$ cat src/rtl/nlbm_pkg.sv
// Types and constants of the logical block map.
package nlbm_pkg;

   localparam int TAG_W      = 16;
   localparam int LB_W       = 10;
   localparam int ADDR_W     = 32;
   localparam int PA_OUT_W   = 36;
   localparam int COUNT_W    = 10;
   localparam int SHIFT_W    = 5;
   localparam int PHYS_IN_W  = 12;
   localparam int CSR_DATA_W = 10;

   localparam logic [TAG_W-1:0]   TAG_RESERVED = 16'hFFFF;
   localparam logic [TAG_W-1:0]   TAG_NUM_MASK = 16'h07FE;
   localparam logic [COUNT_W-1:0] COUNT_RESET  = 10'd1023;
   localparam logic [SHIFT_W-1:0] SHIFT_RESET  = 5'd14;

   typedef enum logic [1:0] {
      OP_CLEAR = 2'd0,
      OP_SCAN  = 2'd1,
      OP_XLATE = 2'd2,
      OP_SPARE = 2'd3
   } op_type;

   typedef enum logic [3:0] {
      ST_MAPPED   = 4'd0,
      ST_SKIPPED  = 4'd1,
      ST_NOVOTE   = 4'd2,
      ST_PARITY   = 4'd3,
      ST_RANGE    = 4'd4,
      ST_DUP      = 4'd5,
      ST_XLATED   = 4'd6,
      ST_REJECT   = 4'd7,
      ST_UNMAPPED = 4'd8,
      ST_CLEARED  = 4'd9
   } status_type;

   typedef enum logic [0:0] {
      CSR_LOGICAL_COUNT = 1'b0,
      CSR_BLOCK_SHIFT   = 1'b1
   } csr_type;

   typedef struct packed {
      logic   valid;
      op_type op;
      logic   skip;
      logic   novote;
   } stage_type;

endpackage

$ cat src/rtl/nlbm_resolve.sv
// Result stage: checks, table update request, address translation and result registers.
module nlbm_resolve #(
   parameter int LOGICAL_ENTRIES = 1024,
   parameter int PHYS_BLOCK_BITS = 12
) (
   input  logic                                  clock,
   input  logic                                  reset,
   input  nlbm_pkg::stage_type                   stage,
   input  logic [nlbm_pkg::TAG_W-1:0]            tag,
   input  logic [nlbm_pkg::ADDR_W-1:0]           addr,
   input  logic [nlbm_pkg::ADDR_W-1:0]           len,
   input  logic [PHYS_BLOCK_BITS-1:0]            phys,
   input  logic                                  rd_mapped,
   input  logic [PHYS_BLOCK_BITS-1:0]            rd_phys,
   input  logic [nlbm_pkg::COUNT_W-1:0]          logical_count,
   input  logic [nlbm_pkg::SHIFT_W-1:0]          block_shift,
   output logic                                  wr_en,
   output logic [$clog2(LOGICAL_ENTRIES)-1:0]    wr_addr,
   output logic [PHYS_BLOCK_BITS-1:0]            wr_phys,
   output logic                                  sweep_go,
   output logic                                  rsp_valid,
   output logic [3:0]                            rsp_status,
   output logic [nlbm_pkg::LB_W-1:0]             rsp_logical_block,
   output logic [nlbm_pkg::PA_OUT_W-1:0]         rsp_physical_address
);
   import nlbm_pkg::*;

   localparam int IDX_W = $clog2(LOGICAL_ENTRIES);
   localparam int PA_W  = PHYS_BLOCK_BITS + ADDR_W;
   localparam logic [LB_W:0] ENTRIES_LIM = (LB_W + 1)'(LOGICAL_ENTRIES);

   logic [LB_W-1:0]     num;
   logic                num_bad;
   logic [ADDR_W-1:0]   first;
   logic [ADDR_W:0]     last_sum;
   logic                crosses;
   logic                first_bad;
   logic [ADDR_W-1:0]   offs;
   logic [PA_W-1:0]     pa_wide;
   logic                valid_ff;
   logic                valid_in;
   status_type          status_ff;
   status_type          status_in;
   logic [LB_W-1:0]     lb_ff;
   logic [LB_W-1:0]     lb_in;
   logic [PA_OUT_W-1:0] pa_ff;
   logic [PA_OUT_W-1:0] pa_in;

   always_comb begin
      num       = LB_W'((tag & TAG_NUM_MASK) >> 1);
      num_bad   = (num >= logical_count) || ({1'b0, num} >= ENTRIES_LIM);
      first     = addr >> block_shift;
      last_sum  = {1'b0, addr} + {1'b0, len} - (ADDR_W + 1)'(1);
      crosses   = ((last_sum ^ {1'b0, addr}) >> block_shift) != '0;
      first_bad = (first >= ADDR_W'(logical_count)) || (first >= ADDR_W'(LOGICAL_ENTRIES));
      offs      = addr & ~({ADDR_W{1'b1}} << block_shift);
      pa_wide   = (PA_W'(rd_phys) << block_shift) | PA_W'(offs);

      valid_in  = stage.valid;
      status_in = ST_REJECT;
      lb_in     = '0;
      pa_in     = '0;
      wr_en     = 1'b0;
      sweep_go  = 1'b0;
      wr_addr   = num[IDX_W-1:0];
      wr_phys   = phys;

      unique case (stage.op)
         OP_CLEAR: begin
            status_in = ST_CLEARED;
            sweep_go  = stage.valid;
         end
         OP_SCAN: begin
            priority if (stage.skip) begin
               status_in = ST_SKIPPED;
            end else if (stage.novote) begin
               status_in = ST_NOVOTE;
            end else if (^tag) begin
               status_in = ST_PARITY;
            end else if (tag == TAG_RESERVED) begin
               status_in = ST_RANGE;
            end else if (num_bad) begin
               status_in = ST_RANGE;
               lb_in     = num;
            end else if (rd_mapped) begin
               status_in = ST_DUP;
               lb_in     = num;
            end else begin
               status_in = ST_MAPPED;
               lb_in     = num;
               wr_en     = stage.valid;
            end
         end
         OP_XLATE: begin
            priority if (len == '0 || first_bad || crosses) begin
               status_in = ST_REJECT;
            end else if (!rd_mapped) begin
               status_in = ST_UNMAPPED;
               lb_in     = first[LB_W-1:0];
            end else begin
               status_in = ST_XLATED;
               lb_in     = first[LB_W-1:0];
               pa_in     = pa_wide[PA_OUT_W-1:0];
            end
         end
         OP_SPARE: begin
            status_in = ST_REJECT;
         end
         default: begin
            status_in = ST_REJECT;
         end
      endcase
   end

   always_ff @(posedge clock) begin
      if (reset) begin
         valid_ff <= 1'b0;
      end else begin
         valid_ff <= valid_in;
      end
      status_ff <= status_in;
      lb_ff     <= lb_in;
      pa_ff     <= pa_in;
   end

   assign rsp_valid            = valid_ff;
   assign rsp_status           = status_ff;
   assign rsp_logical_block    = lb_ff;
   assign rsp_physical_address = pa_ff;

endmodule

$ cat config.mk
export PLATFORM = sky130hd
export DESIGN_NAME = nlbm_resolve
export DESIGN_NICKNAME = d
export VERILOG_FILES = /design/src/rtl/nlbm_pkg.sv /design/src/rtl/nlbm_resolve.sv
export SDC_FILE = /design/constraint.sdc
export NUM_CORES = 1
export LEC_CHECK = 0
export BUFFER_PORTS_ARGS = -buffer_cell sky130_fd_sc_hd__buf_2
export CORE_UTILIZATION = 45
export DETAILED_ROUTE_END_ITERATION = 7
export GPL_TIMING_DRIVEN = 0
export PLACE_DENSITY = 0.77
export SYNTH_ARGS = -nofsm -noshare
export SYNTH_HDL_FRONTEND = slang
export SYNTH_SLANG_ARGS = --single-unit
$ cat constraint.sdc
create_clock -name clock -period 19.3 [get_ports clock]
set_input_delay 0.965 -clock clock [delete_from_list [all_inputs] [get_ports clock]]
set_output_delay 0.965 -clock clock [all_outputs]
set_load 0.005 [all_outputs]
==> flow_summary.ini <==
[status]
run_status = complete, no violations

[synth]
synth-compound-area-share_pct = 31.2
netlist_top_cells_area = ha_1 12%, dfxtp_1 10%, inv_1 5.9%, a21oi_1 5.1%, mux4_2 4.8%
async_flop_share_pct = 0
synthSimpleGateAreaFrac_pct = 19.6
syn_area_per_cell_sq_um = 7.11
yosysWarnings = 0
synth.cell_area_sq_um = 9820
synth-seq-cells = 51
synthFlopType = dfxtp_1
synth_top_area_cell = ha_1
synthAdderAreaFrac_pct = 12.3
synth.most_common_cell = inv_1
synth_top_family_by_area = compound AO/OA/AOI/OAI gates
synth_mux_area_share_pct = 10.2
synth_nets = 1604
synth_common_cells = 154 x inv_1, 121 x nand2_1, 104 x nor2_1
synth_edf_count = 0
ys_types = 85
synthCells = 1381
synth_top_area_share_pct = 12.1
ys_seq_area_share_pct = 10.4
synth-xor-area-share_pct = 5.08

[placement]
gp_congestion = 0.992
dp_hpwl_um = 35200
port_buffers = 184
placed_area_sq_um = 11100

[route]
via_per_inst = 6.49
drt_iter0_drc = 1147
ant_nets = 0
drc = 0
via_count = 11993
wl_per_cell_um = 23.2
routed_wl_um = 42800
first_pass_iters = 5

[clocking]
clockBufferDepth = 2
hold_buffers = 0
post_cts_resized = 0
clock-root-buffer = clkbuf_16
postCtsSetupBuffers = 0
h-tree-depth = 2
cts_made_buffers = 5
cts_tree = yes
clkTransAtPathRegs_ns = 0.07
cts.sinks = 51

[power]
p_leak_nw = 5.24
p_per_area_nw_per_um2 = 55.7
ir_worst_vdd_mv = 0.0378

[floorplanning]
core_region_area_sq_um = 21200
start_util_pct = 46.3
io_pins = 202
rows = 53
die_area_sq_um = 22400
die_width_um = 150
die_h_um = 150

[global_routing]
grt_max_degree = 16
grt_pass1_vias = 10967
grt_util_met1_pct = 52.0
met2_usage_pct = 55.9
grtUsageMet3_pct = 9.48
grt_first_pass_wirelength_um = 64200
grt_overflow = 0
top_usage_layer = met2
grt.total_usage_pct = 37.8
antenna_found_initial = 2

[worst_hold_path]
min_path_type = input port to register

[sta]
setup_viol = 0
min_period_ns = 9.36
rsz0062_at_grt = no
period_share_pct = 48.5
tightest_slew_ns = 1.12
slew_viol_final = 0
finalHoldViolCount = 0
relSlewSlack_pct = 25.2
fin_tns_setup_ns = 0
clock.fmax_ghz = 0.107

[final_layout]
fin_area_sq_um = 11300
antenna_cells = 0
syn_to_final_growth_pct = 14.6
drive_gt1_share_pct = 19.0
fin_nets = 1795

[worst_setup_path]
crit_fanout = 10
path_class = input port to register
worstSetupStartpointType = input port
endpoint_kind = register
required_ns = 19.53
cp_data_arrival_time_ns = 9.59

[flow_run]
max_cap_viol_count = 0
[final timing paths]
kind	from	to	slack, ns	cells after the start
worst max-delay path	block_shift[1]	rsp_physical_address[6]$_SDFF_PP0_	9.94	26
worst min-delay path	reset	rsp_valid$_SDFF_PP0_	0.82	2
[final cells by class]
type | instances | area, sq um
clock inverters | 2 | 37.5
inverters | 155 | 582
fillers | 2218 | 9960
well taps | 275 | 344
multi-input cells | 1069 | 7710
repair buffers | 184 | 921
plain buffers | 106 | 512
clock buffers | 5 | 125
flip-flops and latches | 51 | 1020
[where the power goes]
part / switching [mW] / internal [mW]
Sequential: 0.000265 / 0.107
Combinational: 0.266 / 0.154
Clock: 0.0405 / 0.0605
[metal layers]
metal / vias up / part of all wire [%]
li1: 5462 / -
met1: 5631 / 42
met2: 792 / 41
met3: 106 / 13
met4: 2 / 4.4
met5: - / 0.026
[sequential cells by signal (all words and copies together) (netlist names)]
name / cells
rsp_status: 4
rsp_valid: 1
rsp_logical_block: 10
rsp_physical_address: 36
[cell families (layout without fill, tap and decap cells)]
family                   Yosys count  in the layout
adder cells (fa/ha/maj)           96             96
AND/OR/NAND/NOR                  403            403
XOR/XNOR                          57             57
AO/OA/AOI/OAI                    441            441
flip-flops                        51             51
multiplexers                      72             72
buffers and inverters            261            452
[critical path: stages]
cell       delay [ns]
buf_2            0.19
buf_2            0.31
buf_2            0.29
clkbuf_1         0.52
clkbuf_1         0.53
buf_1            0.61
buf_1            0.53
clkbuf_1         0.54
mux4_2           0.41
nand2_1          0.11
nand3_1          0.15
a21oi_1          0.29
a21oi_1          0.13
ha_1             0.33
a21o_1           0.15
a21o_1           0.17
a21o_1           0.17
a21o_1           0.17
a2111oi_0        0.46
o21ai_0          0.23
a221oi_1         0.45
o311ai_1         0.20
a2111o_1         0.52
nor3_2           0.55
buf_2            0.37
and3_1           0.21
[layout by cell type, fill, tap and decap left out, drive strengths merged, types with 16 or more instances in the layout]
cell,instances
a21oi,102
o21ai,80
xor2,21
ha,95
nand2,121
nor4,21
nand4,25
a21o,26
nor3,38
dfxtp,51
and3,20
mux4,21
nor2,104
o211ai,34
buf,237
clkbuf,58
a31oi,16
a211oi,25
inv,154
mux2i,33
xnor2,36
mux2,18
nand3,26
[through the flow]
step	hold WS (ns)	utilization [%]	total power [mW]	instances	setup slack [ns]
5_1_grt	0.823	53.0	0.667	1847	9.80
6_report	0.821	53.0	0.627	1847	9.94
4_1_cts	0.823	53.0	0.616	1847	10.51
2_1_floorplan	1.04	-	0.393	1381	12.54
3_5_place_dp	1.14	52.3	0.513	1840	10.23
3_3_place_gp	1.13	52.3	0.509	1840	10.20
No activity file was read; power rests on OpenSTA's default activity.
