$ cat config.mk
export PLATFORM = sky130hd
export DESIGN_NAME = nlbm_decode
export DESIGN_NICKNAME = d
export VERILOG_FILES = /design/src/rtl/nlbm_pkg.sv /design/src/rtl/nlbm_decode.sv
export SDC_FILE = /design/constraint.sdc
export NUM_CORES = 1
export LEC_CHECK = 0
export BUFFER_PORTS_ARGS = -buffer_cell sky130_fd_sc_hd__buf_2
export CAP_MARGIN = 5
export CORE_MARGIN = 5
export CORE_UTILIZATION = 45
export CTS_CLUSTER_SIZE = 40
export DETAILED_ROUTE_END_ITERATION = 7
export GPL_TIMING_DRIVEN = 0
export PLACE_DENSITY = 0.77
export SLEW_MARGIN = 20
export SYNTH_ARGS = -nofsm -noshare
export SYNTH_HDL_FRONTEND = slang
export SYNTH_SLANG_ARGS = --single-unit
$ cat constraint.sdc
create_clock -name clock -period 2.3 [get_ports clock]
set_clock_uncertainty 0.15 [all_clocks]
set_input_delay 0.115 -clock clock [delete_from_list [all_inputs] [get_ports clock]]
set_output_delay 0.115 -clock clock [all_outputs]
set_load 0.02 [all_outputs]
$ cat src/rtl/nlbm_pkg.sv
// Types and constants of the logical block map.
package nlbm_pkg;

   localparam int TAG_W      = 16;
   localparam int LB_W       = 10;
   localparam int ADDR_W     = 32;
   localparam int PA_OUT_W   = 36;
   localparam int COUNT_W    = 10;
   localparam int SHIFT_W    = 5;
   localparam int PHYS_IN_W  = 12;
   localparam int CSR_DATA_W = 10;

   localparam logic [TAG_W-1:0]   TAG_RESERVED = 16'hFFFF;
   localparam logic [TAG_W-1:0]   TAG_NUM_MASK = 16'h07FE;
   localparam logic [COUNT_W-1:0] COUNT_RESET  = 10'd1023;
   localparam logic [SHIFT_W-1:0] SHIFT_RESET  = 5'd14;

   typedef enum logic [1:0] {
      OP_CLEAR = 2'd0,
      OP_SCAN  = 2'd1,
      OP_XLATE = 2'd2,
      OP_SPARE = 2'd3
   } op_type;

   typedef enum logic [3:0] {
      ST_MAPPED   = 4'd0,
      ST_SKIPPED  = 4'd1,
      ST_NOVOTE   = 4'd2,
      ST_PARITY   = 4'd3,
      ST_RANGE    = 4'd4,
      ST_DUP      = 4'd5,
      ST_XLATED   = 4'd6,
      ST_REJECT   = 4'd7,
      ST_UNMAPPED = 4'd8,
      ST_CLEARED  = 4'd9
   } status_type;

   typedef enum logic [0:0] {
      CSR_LOGICAL_COUNT = 1'b0,
      CSR_BLOCK_SHIFT   = 1'b1
   } csr_type;

   typedef struct packed {
      logic   valid;
      op_type op;
      logic   skip;
      logic   novote;
   } stage_type;

endpackage

$ cat src/rtl/nlbm_decode.sv
// Input stage: tag vote, table index and the registered item.
module nlbm_decode #(
   parameter int LOGICAL_ENTRIES = 1024,
   parameter int PHYS_BLOCK_BITS = 12
) (
   input  logic                                  clock,
   input  logic                                  reset,
   input  logic                                  take,
   input  logic [1:0]                            req_operation,
   input  logic [nlbm_pkg::PHYS_IN_W-1:0]        req_phys_block,
   input  logic                                  req_block_bad,
   input  logic                                  req_read_ok,
   input  logic [7:0]                            req_copy_a_low,
   input  logic [7:0]                            req_copy_a_high,
   input  logic [7:0]                            req_copy_b_low,
   input  logic [7:0]                            req_copy_b_high,
   input  logic [7:0]                            req_copy_c_low,
   input  logic [7:0]                            req_copy_c_high,
   input  logic [nlbm_pkg::ADDR_W-1:0]           req_logical_address,
   input  logic [nlbm_pkg::ADDR_W-1:0]           req_length,
   input  logic [nlbm_pkg::SHIFT_W-1:0]          block_shift,
   output logic [$clog2(LOGICAL_ENTRIES)-1:0]    rd_addr,
   output nlbm_pkg::stage_type                   stage,
   output logic [nlbm_pkg::TAG_W-1:0]            tag,
   output logic [nlbm_pkg::ADDR_W-1:0]           addr,
   output logic [nlbm_pkg::ADDR_W-1:0]           len,
   output logic [PHYS_BLOCK_BITS-1:0]            phys
);
   import nlbm_pkg::*;

   localparam int IDX_W = $clog2(LOGICAL_ENTRIES);
   localparam int PB_EXT_W = (PHYS_BLOCK_BITS > PHYS_IN_W) ? PHYS_BLOCK_BITS : PHYS_IN_W;

   logic [TAG_W-1:0]           tag_a;
   logic [TAG_W-1:0]           tag_b;
   logic [TAG_W-1:0]           tag_c;
   logic [TAG_W-1:0]           vote;
   logic                       novote;
   logic [LB_W-1:0]            num;
   logic [ADDR_W-1:0]          first;
   logic [PB_EXT_W-1:0]        phys_ext;
   op_type                     op;
   stage_type                  stage_ff;
   stage_type                  stage_in;
   logic [TAG_W-1:0]           tag_ff;
   logic [TAG_W-1:0]           tag_in;
   logic [ADDR_W-1:0]          addr_ff;
   logic [ADDR_W-1:0]          addr_in;
   logic [ADDR_W-1:0]          len_ff;
   logic [ADDR_W-1:0]          len_in;
   logic [PHYS_BLOCK_BITS-1:0] phys_ff;
   logic [PHYS_BLOCK_BITS-1:0] phys_in;

   assign tag_a = {req_copy_a_high, req_copy_a_low};
   assign tag_b = {req_copy_b_high, req_copy_b_low};
   assign tag_c = {req_copy_c_high, req_copy_c_low};
   assign op    = op_type'(req_operation);

   always_comb begin
      novote = 1'b0;
      priority if (tag_a == tag_b) begin
         vote = tag_a;
      end else if (tag_b == tag_c) begin
         vote = tag_b;
      end else if (tag_c == tag_a) begin
         vote = tag_c;
      end else begin
         vote   = tag_a;
         novote = 1'b1;
      end
      num      = LB_W'((vote & TAG_NUM_MASK) >> 1);
      first    = req_logical_address >> block_shift;
      phys_ext = PB_EXT_W'(req_phys_block);
      if (op == OP_SCAN) begin
         rd_addr = num[IDX_W-1:0];
      end else begin
         rd_addr = first[IDX_W-1:0];
      end
      stage_in.valid  = take;
      stage_in.op     = op;
      stage_in.skip   = req_block_bad | ~req_read_ok;
      stage_in.novote = novote;
      if (take) begin
         tag_in  = vote;
         addr_in = req_logical_address;
         len_in  = req_length;
         phys_in = phys_ext[PHYS_BLOCK_BITS-1:0];
      end else begin
         tag_in  = tag_ff;
         addr_in = addr_ff;
         len_in  = len_ff;
         phys_in = phys_ff;
      end
   end

   always_ff @(posedge clock) begin
      if (reset) begin
         stage_ff <= '0;
      end else begin
         stage_ff <= stage_in;
      end
      tag_ff  <= tag_in;
      addr_ff <= addr_in;
      len_ff  <= len_in;
      phys_ff <= phys_in;
   end

   assign stage = stage_ff;
   assign tag   = tag_ff;
   assign addr  = addr_ff;
   assign len   = len_ff;
   assign phys  = phys_ff;

endmodule

==> results of run 1 <==
flip-flops by register name (all words and copies together), names as in the netlist:
| name | flops |
|---|---|
| stage | 5 |
| phys | 12 |
| addr | 32 |
| tag | 16 |
| len | 32 |
kinds of logic (layout without fill, tap and decap cells):
family / count (synthesis) / count (layout) / synth area share
AO/OA/AOI/OAI: 42 / 42 / 0.0543
other: 0 / 2 / 0
AND/OR/NAND/NOR: 72 / 72 / 0.0728
flip-flops: 97 / 97 / 0.542
multiplexers: 73 / 73 / 0.227
buffers and inverters: 24 / 384 / 0.0242
XOR/XNOR: 48 / 48 / 0.0797
cells in the final DEF, fill, tap and decap left out, drive strengths merged, types with 6 or more instances in the layout:
cell / n
buf: 254
clkbuf: 18
edfxtp: 92
nor2b: 6
nand4: 6
nand2: 15
o21ai: 7
nor2: 14
a21oi: 10
nand3: 6
nor4: 10
mux4: 35
mux2: 16
xor2: 32
mux2i: 22
xnor2: 16
dlygate4sd3: 97
timing repair:
item	4_1_cts	5_1_grt
hold buffers	100	1
resized for setup	5	28
setup endpoints to repair	9	19
buffers inserted	5	0
endpoints found under the hold margin	91	1
pin swaps	3	3
worst paths after layout:
kind                  end  slack, ps  cells past startpoint              start
setup / recovery  tag[12]        -30                      8  req_copy_c_low[5]
hold / removal     tag[6]          9                      2  req_copy_a_low[6]
layout make-up:
cell class	count	area (sq um)
tap	143	179
clock inverter	7	68.8
fill	827	3340
sequential	97	2860
buffer	20	136
multi-input combinational	235	2340
antenna	2	5.00
inverter	4	18.8
timing repair buffer	344	2290
clock buffer	9	225
power by group through the flow:
stage	clock network (uW)	logic, uW	registers, uW
after floorplan	0	406	2340
after global placement	0	1050	2150
after detailed placement	0	1070	2150
after CTS	1540	1210	2120
after global routing	1630	1310	2130
final	1530	1250	2120
layer usage:
| layer | vias to the layer above | part of all wire |
|---|---|---|
| met5 | - | 0 |
| met4 | 0 | 0.037 |
| met3 | 45 | 0.082 |
| met2 | 279 | 0.52 |
| met1 | 2369 | 0.36 |
| li1 | 2121 | - |
critical path: stages:
cell	delay [ps]
buf_2	120
xor2_1	180
nor4_2	370
nand4_1	230
nor2_4	180
buf_8	170
mux2_2	340
dlygate4sd3_1	560
per-stage QoR:
stage               hold slack (ps)  power (uW)
floorplan                      34.1        2750
global placement                142        3200
detailed placement              143        3220
CTS                            2.35        4860
global route                   17.2        5070
finish                         8.64        4900
==> results.yml, run 1 <==
setup_path:
  critPathKind: "primary input to register"
  critPathRequiredTime_ps: 2250
  crit_path_max_fanout: 10
  startpoint_type: "primary input"
  crit_arrival_ps: 2280
  worstSetupEndpointType: "register"
power_and_ir_drop:
  p_sw_uw: 1410
  peakVddDrop_mv: 0.548
  internal_power_uw: 3490
  seqPwrFrac: 0.433
  p_leak_uw: 0.00342
  p_sw_frac: 0.288
  p_clk_frac: 0.313
  powerDensity_nw_per_um2: 602
  p_comb_frac: 0.254
finish:
  design_area_sq_um: 8130
  drive_above_1_share: 0.472
  nets: 847
  final_cells: 861
  syn_to_final_growth_pct: 54.1
  final_util: 0.709
clocking:
  htreeDepth: 3
  clk_pin_slew_ps: 70
  cts_sinks: 97
  cts_buffer_depth: 2
  cts_made_buffers: 9
  root_buffer: "clkbuf_16"
  cts_tree: "yes"
grt:
  grt_max_degree: 57
  met2_usage: 0.441
  grt_pass1_wl_um: 28000
  grt_use_total: 0.256
  grt.met1_usage: 0.310
  overflow: 0
  grt.busiest_layer: "met2"
  grt_use_met3: 0.0592
  antenna_found_initial: 2
  grt_pass1_vias: 5038
drt:
  postRouteAntennaNets: 0
  vias: 4814
  wl_per_cell_um: 21.7
  drt_iter0_markers: 403
  drt_wl_total_um: 18700
  first_pass_iters: 5
  via_per_inst: 5.59
  drc_errors: 0
yosys:
  ys_ff_latch: 97
  synthCells: 356
  synth_cell_types: 44
  yosysWarnings: 0
  synthFlopType: "edfxtp_1"
  yosysMostFrequentCell: "edfxtp_1"
  netlist_area_sq_um: 5280
  syn_nets: 492
  async_flop_share: 0
  ys_top_cells_by_count: "92 x edfxtp_1, 35 x mux4_2, 32 x xor2_1, 22 x mux2i_1, 16 x xnor2_1"
  syn_avg_cell_area_sq_um: 14.8
  synth_top_area_frac: 0.523
  synth_edf_count: 92
  yosysSeqAreaShare: 0.542
  yosysTopAreaCell: "edfxtp_1"
  synth_area_leaders: "edfxtp_1 52%, mux4_2 15%, xor2_1 5.3%"
placed_design:
  dpl_cell_area_sq_um: 6680
  io_buffer_count: 239
  dp_slack_ps: -289
  gp_congestion: 0.958
  post-place-cells: 739
  dp_hpwl_um: 12700
sta:
  drv_slew: 0
  post-route-period-util: 1.01
  rsz0062_at_grt: "yes"
  fin_ws_ps: -31.0
  hold_violations: 0
  tns_ps: -111
  period_needed_ps: 2330
  finalSetupViolations: 8
  clock.fmax_mhz: 429
  slew_headroom: 0.664
  timing_worst_slew_pin_value_ps: 504
floorplan:
  io_pins: 243
  placementRows: 39
  die_area_sq_um: 14000
  start_util: 0.460
  die_h_um: 118
  die_w_um: 118
  coreArea_sq_um: 11500
status:
  violations: "negative setup slack"
  status: "complete, but fails checks"
run:
  cap_violations: 0
worst_hold_path:
  hold_path.class: "primary input to register"
No activity file was read; power rests on OpenSTA's default activity.
==> inputs of run 2 (changes only) <==
- ABC_AREA: not set -> 1
- BUFFER_PORTS_ARGS: -buffer_cell sky130_fd_sc_hd__buf_2 -> not set
- DONT_BUFFER_PORTS: not set -> 1
- PLACE_DENSITY: 0.77 -> not set
==> run 2 against run 1 <==
The flow finishes with violations (negative hold slack); via count up 5.2%; largest cell class unchanged; final cell count rose by 7.4%; worst setup slack better by 140 ps; global-route usage shrank 1.4 points; first-iteration DRC count increased by 23%; sequential cell count unchanged; wire length shrank 7.6%; critical endpoint is now stage[0].
==> results.yml, run 2 <==
status:
  status: "complete, but fails checks"
  violations: "negative hold slack"
sta:
  rsz0062_at_grt: "no"
  slew_headroom: 0.616
  finalSetupViolations: 0
  timing_worst_slew_pin_value_ps: 577
  hold_ws_ps: -271
  tns_ps: 0
  period_needed_ps: 2190
  hold_violations: 92
  post-route-period-util: 0.953
  clock.fmax_mhz: 456
  drv_slew: 0
power_and_ir_drop:
  p_leak_uw: 0.00308
  peakVddDrop_mv: 0.338
  powerDensity_nw_per_um2: 635
finish:
  final_common_cell: "nand2_1"
  design_area_sq_um: 7050
  drive_above_1_share: 0.0524
  diodes: 0
  layout_common_cells: "238 x nand2_1, 132 x nand3_1, 122 x dlygate4sd3_1, 92 x edfxtp_1, 43 x inv_1"
  nets: 913
  final_cells: 925
  syn_to_final_growth_pct: 32.4
  fillCellCount: 1020
yosys:
  yosysSeqAreaShare: 0.537
  yosysTopAreaCell: "edfxtp_1"
  ys_ff_latch: 97
  async_flop_share: 0
  netlist_area_sq_um: 5330
  synthFlopType: "edfxtp_1"
  ys_top_cells_by_count: "238 x nand2_1, 132 x nand3_1, 92 x edfxtp_1, 43 x inv_1, 38 x nor2_1"
  synth_top_area_frac: 0.519
  synth_area_leaders: "edfxtp_1 52%, nand2_1 17%, nand3_1 12%"
  yosysMostFrequentCell: "nand2_1"
  synth_cell_types: 26
  yosysWarnings: 0
  synthCells: 641
  syn_nets: 777
  syn_avg_cell_area_sq_um: 8.31
  synth_edf_count: 92
placed_design:
  dp_hpwl_um: 12300
  io_buffer_count: 0
  post-place-cells: 784
  dpl_cell_area_sq_um: 5510
  gp_congestion: 0.942
setup_path:
  crit_buf_inv: 3
  critPathRequiredTime_ps: 2400
  endpoint: "stage[0]"
  crit_path_max_fanout: 3
  crit_arrival_ps: 2300
  critPathKind: "primary input to register"
  path_common_cell: "dlygate4sd3_1"
  startpoint_type: "primary input"
  worstSetupPathDepth: 9
  path_cells: "dlygate4sd3_1 -> xnor2_1 -> nand4_1 -> dlygate4sd3_1 -> nor2_1 -> dlygate4sd3_1 -> nand2_1 -> nand2_1 -> nor2_1"
  worstSetupStartpoint: "req_copy_c_low[5]"
  cp_slowest_cell: "dlygate4sd3_1"
  critPathMaxStageDelay_ps: 570
  worstSetupEndpointType: "register"
  crit_family: "buffers and inverters"
grt:
  grt_max_degree: 94
  grt_use_total: 0.242
  antenna_found_initial: 0
  grt_pass1_wl_um: 26900
  overflow: 0
  grt_pass1_vias: 5057
floorplan:
  die_area_sq_um: 14100
  die_w_um: 119
  coreArea_sq_um: 11500
  placementRows: 39
  die_h_um: 119
  io_pins: 243
  start_util: 0.463
clocking:
  cts_tree: "yes"
  clk_pin_slew_ps: 80
  htreeDepth: 3
  cts_buffer_depth: 2
  cts_sinks: 97
  hold_buffers: 126
  root_buffer: "clkbuf_16"
  cts_made_buffers: 9
drt:
  drt_iter0_markers: 495
  drc_errors: 0
  vias: 5066
  drt-met1-wl_um: 7100
  via_per_inst: 5.48
  first_pass_iters: 5
  wl_met3_um: 1570
  wl_per_cell_um: 18.7
  drt_wl_total_um: 17300
  postRouteAntennaNets: 0
  wl_met2_um: 8300
  dr.max_layer_used: "met4"
worst_hold_path:
  hold_path.class: "primary input to register"
run:
  cap_violations: 0
==> run 2: through the flow <==
stage | util | setup WS, ps | power, uW
floorplan | - | 935 | 2730
detailed placement | 0.478 | 601 | 2870
finish | 0.612 | 109 | 4470
global placement | 0.478 | 596 | 2870
global route | 0.612 | 37.8 | 4670
CTS | 0.613 | 80.9 | 4480
==> run 2: cell families (layout without fill, tap and decap cells) <==
logic type,Yosys count,in the layout,synth area share
XOR/XNOR,30,30,0.0493
AND/OR/NAND/NOR,426,426,0.340
flip-flops,97,97,0.537
AO/OA/AOI/OAI,15,15,0.0146
buffers and inverters,73,214,0.0587
==> run 2: power breakdown <==
part           total, uW  switching, uW  internal [uW]
sequential          2320            229           2090
combinational        694            375            319
clock               1460            701            757
==> run 2: timing repair <==
item	in CTS	in global routing
setup buffers	0	0
resized for setup	0	3
endpoints found under the hold margin	189	92
setup endpoints to repair	0	1
==> run 2: worst min-delay path by stage <==
| stage | start | to | slack [ps] | cells after the start |
|---|---|---|---|---|
| 2_1_floorplan | reset | stage[1] | 30 | 1 |
| 3_3_place_gp | reset | stage[1] | 40 | 1 |
| 3_5_place_dp | reset | stage[2] | 40 | 1 |
| 4_1_cts | take | tag[8] | -280 | 0 |
| 5_1_grt | take | addr[0] | -290 | 0 |
| 6_report | take | addr[0] | -270 | 0 |
==> run 2: cell type report <==
class | count | area [sq um] | area share
Sequential cell | 97 | 2860 | 0.406
Multi-Input combinational cell | 471 | 2150 | 0.305
Timing Repair Buffer | 125 | 1260 | 0.178
Clock buffer | 9 | 225 | 0.0319
Inverter | 48 | 180 | 0.0256
Tap cell | 143 | 179 | 0.0254
Buffer | 25 | 133 | 0.0188
Clock inverter | 7 | 61.3 | 0.00869
==> run 2: layer usage <==
layer	vias to the layer above	GRT usage
met5	-	0
met4	0	0.0797
met3	25	0.0774
met2	269	0.400
met1	2372	0.301
li1	2400	-
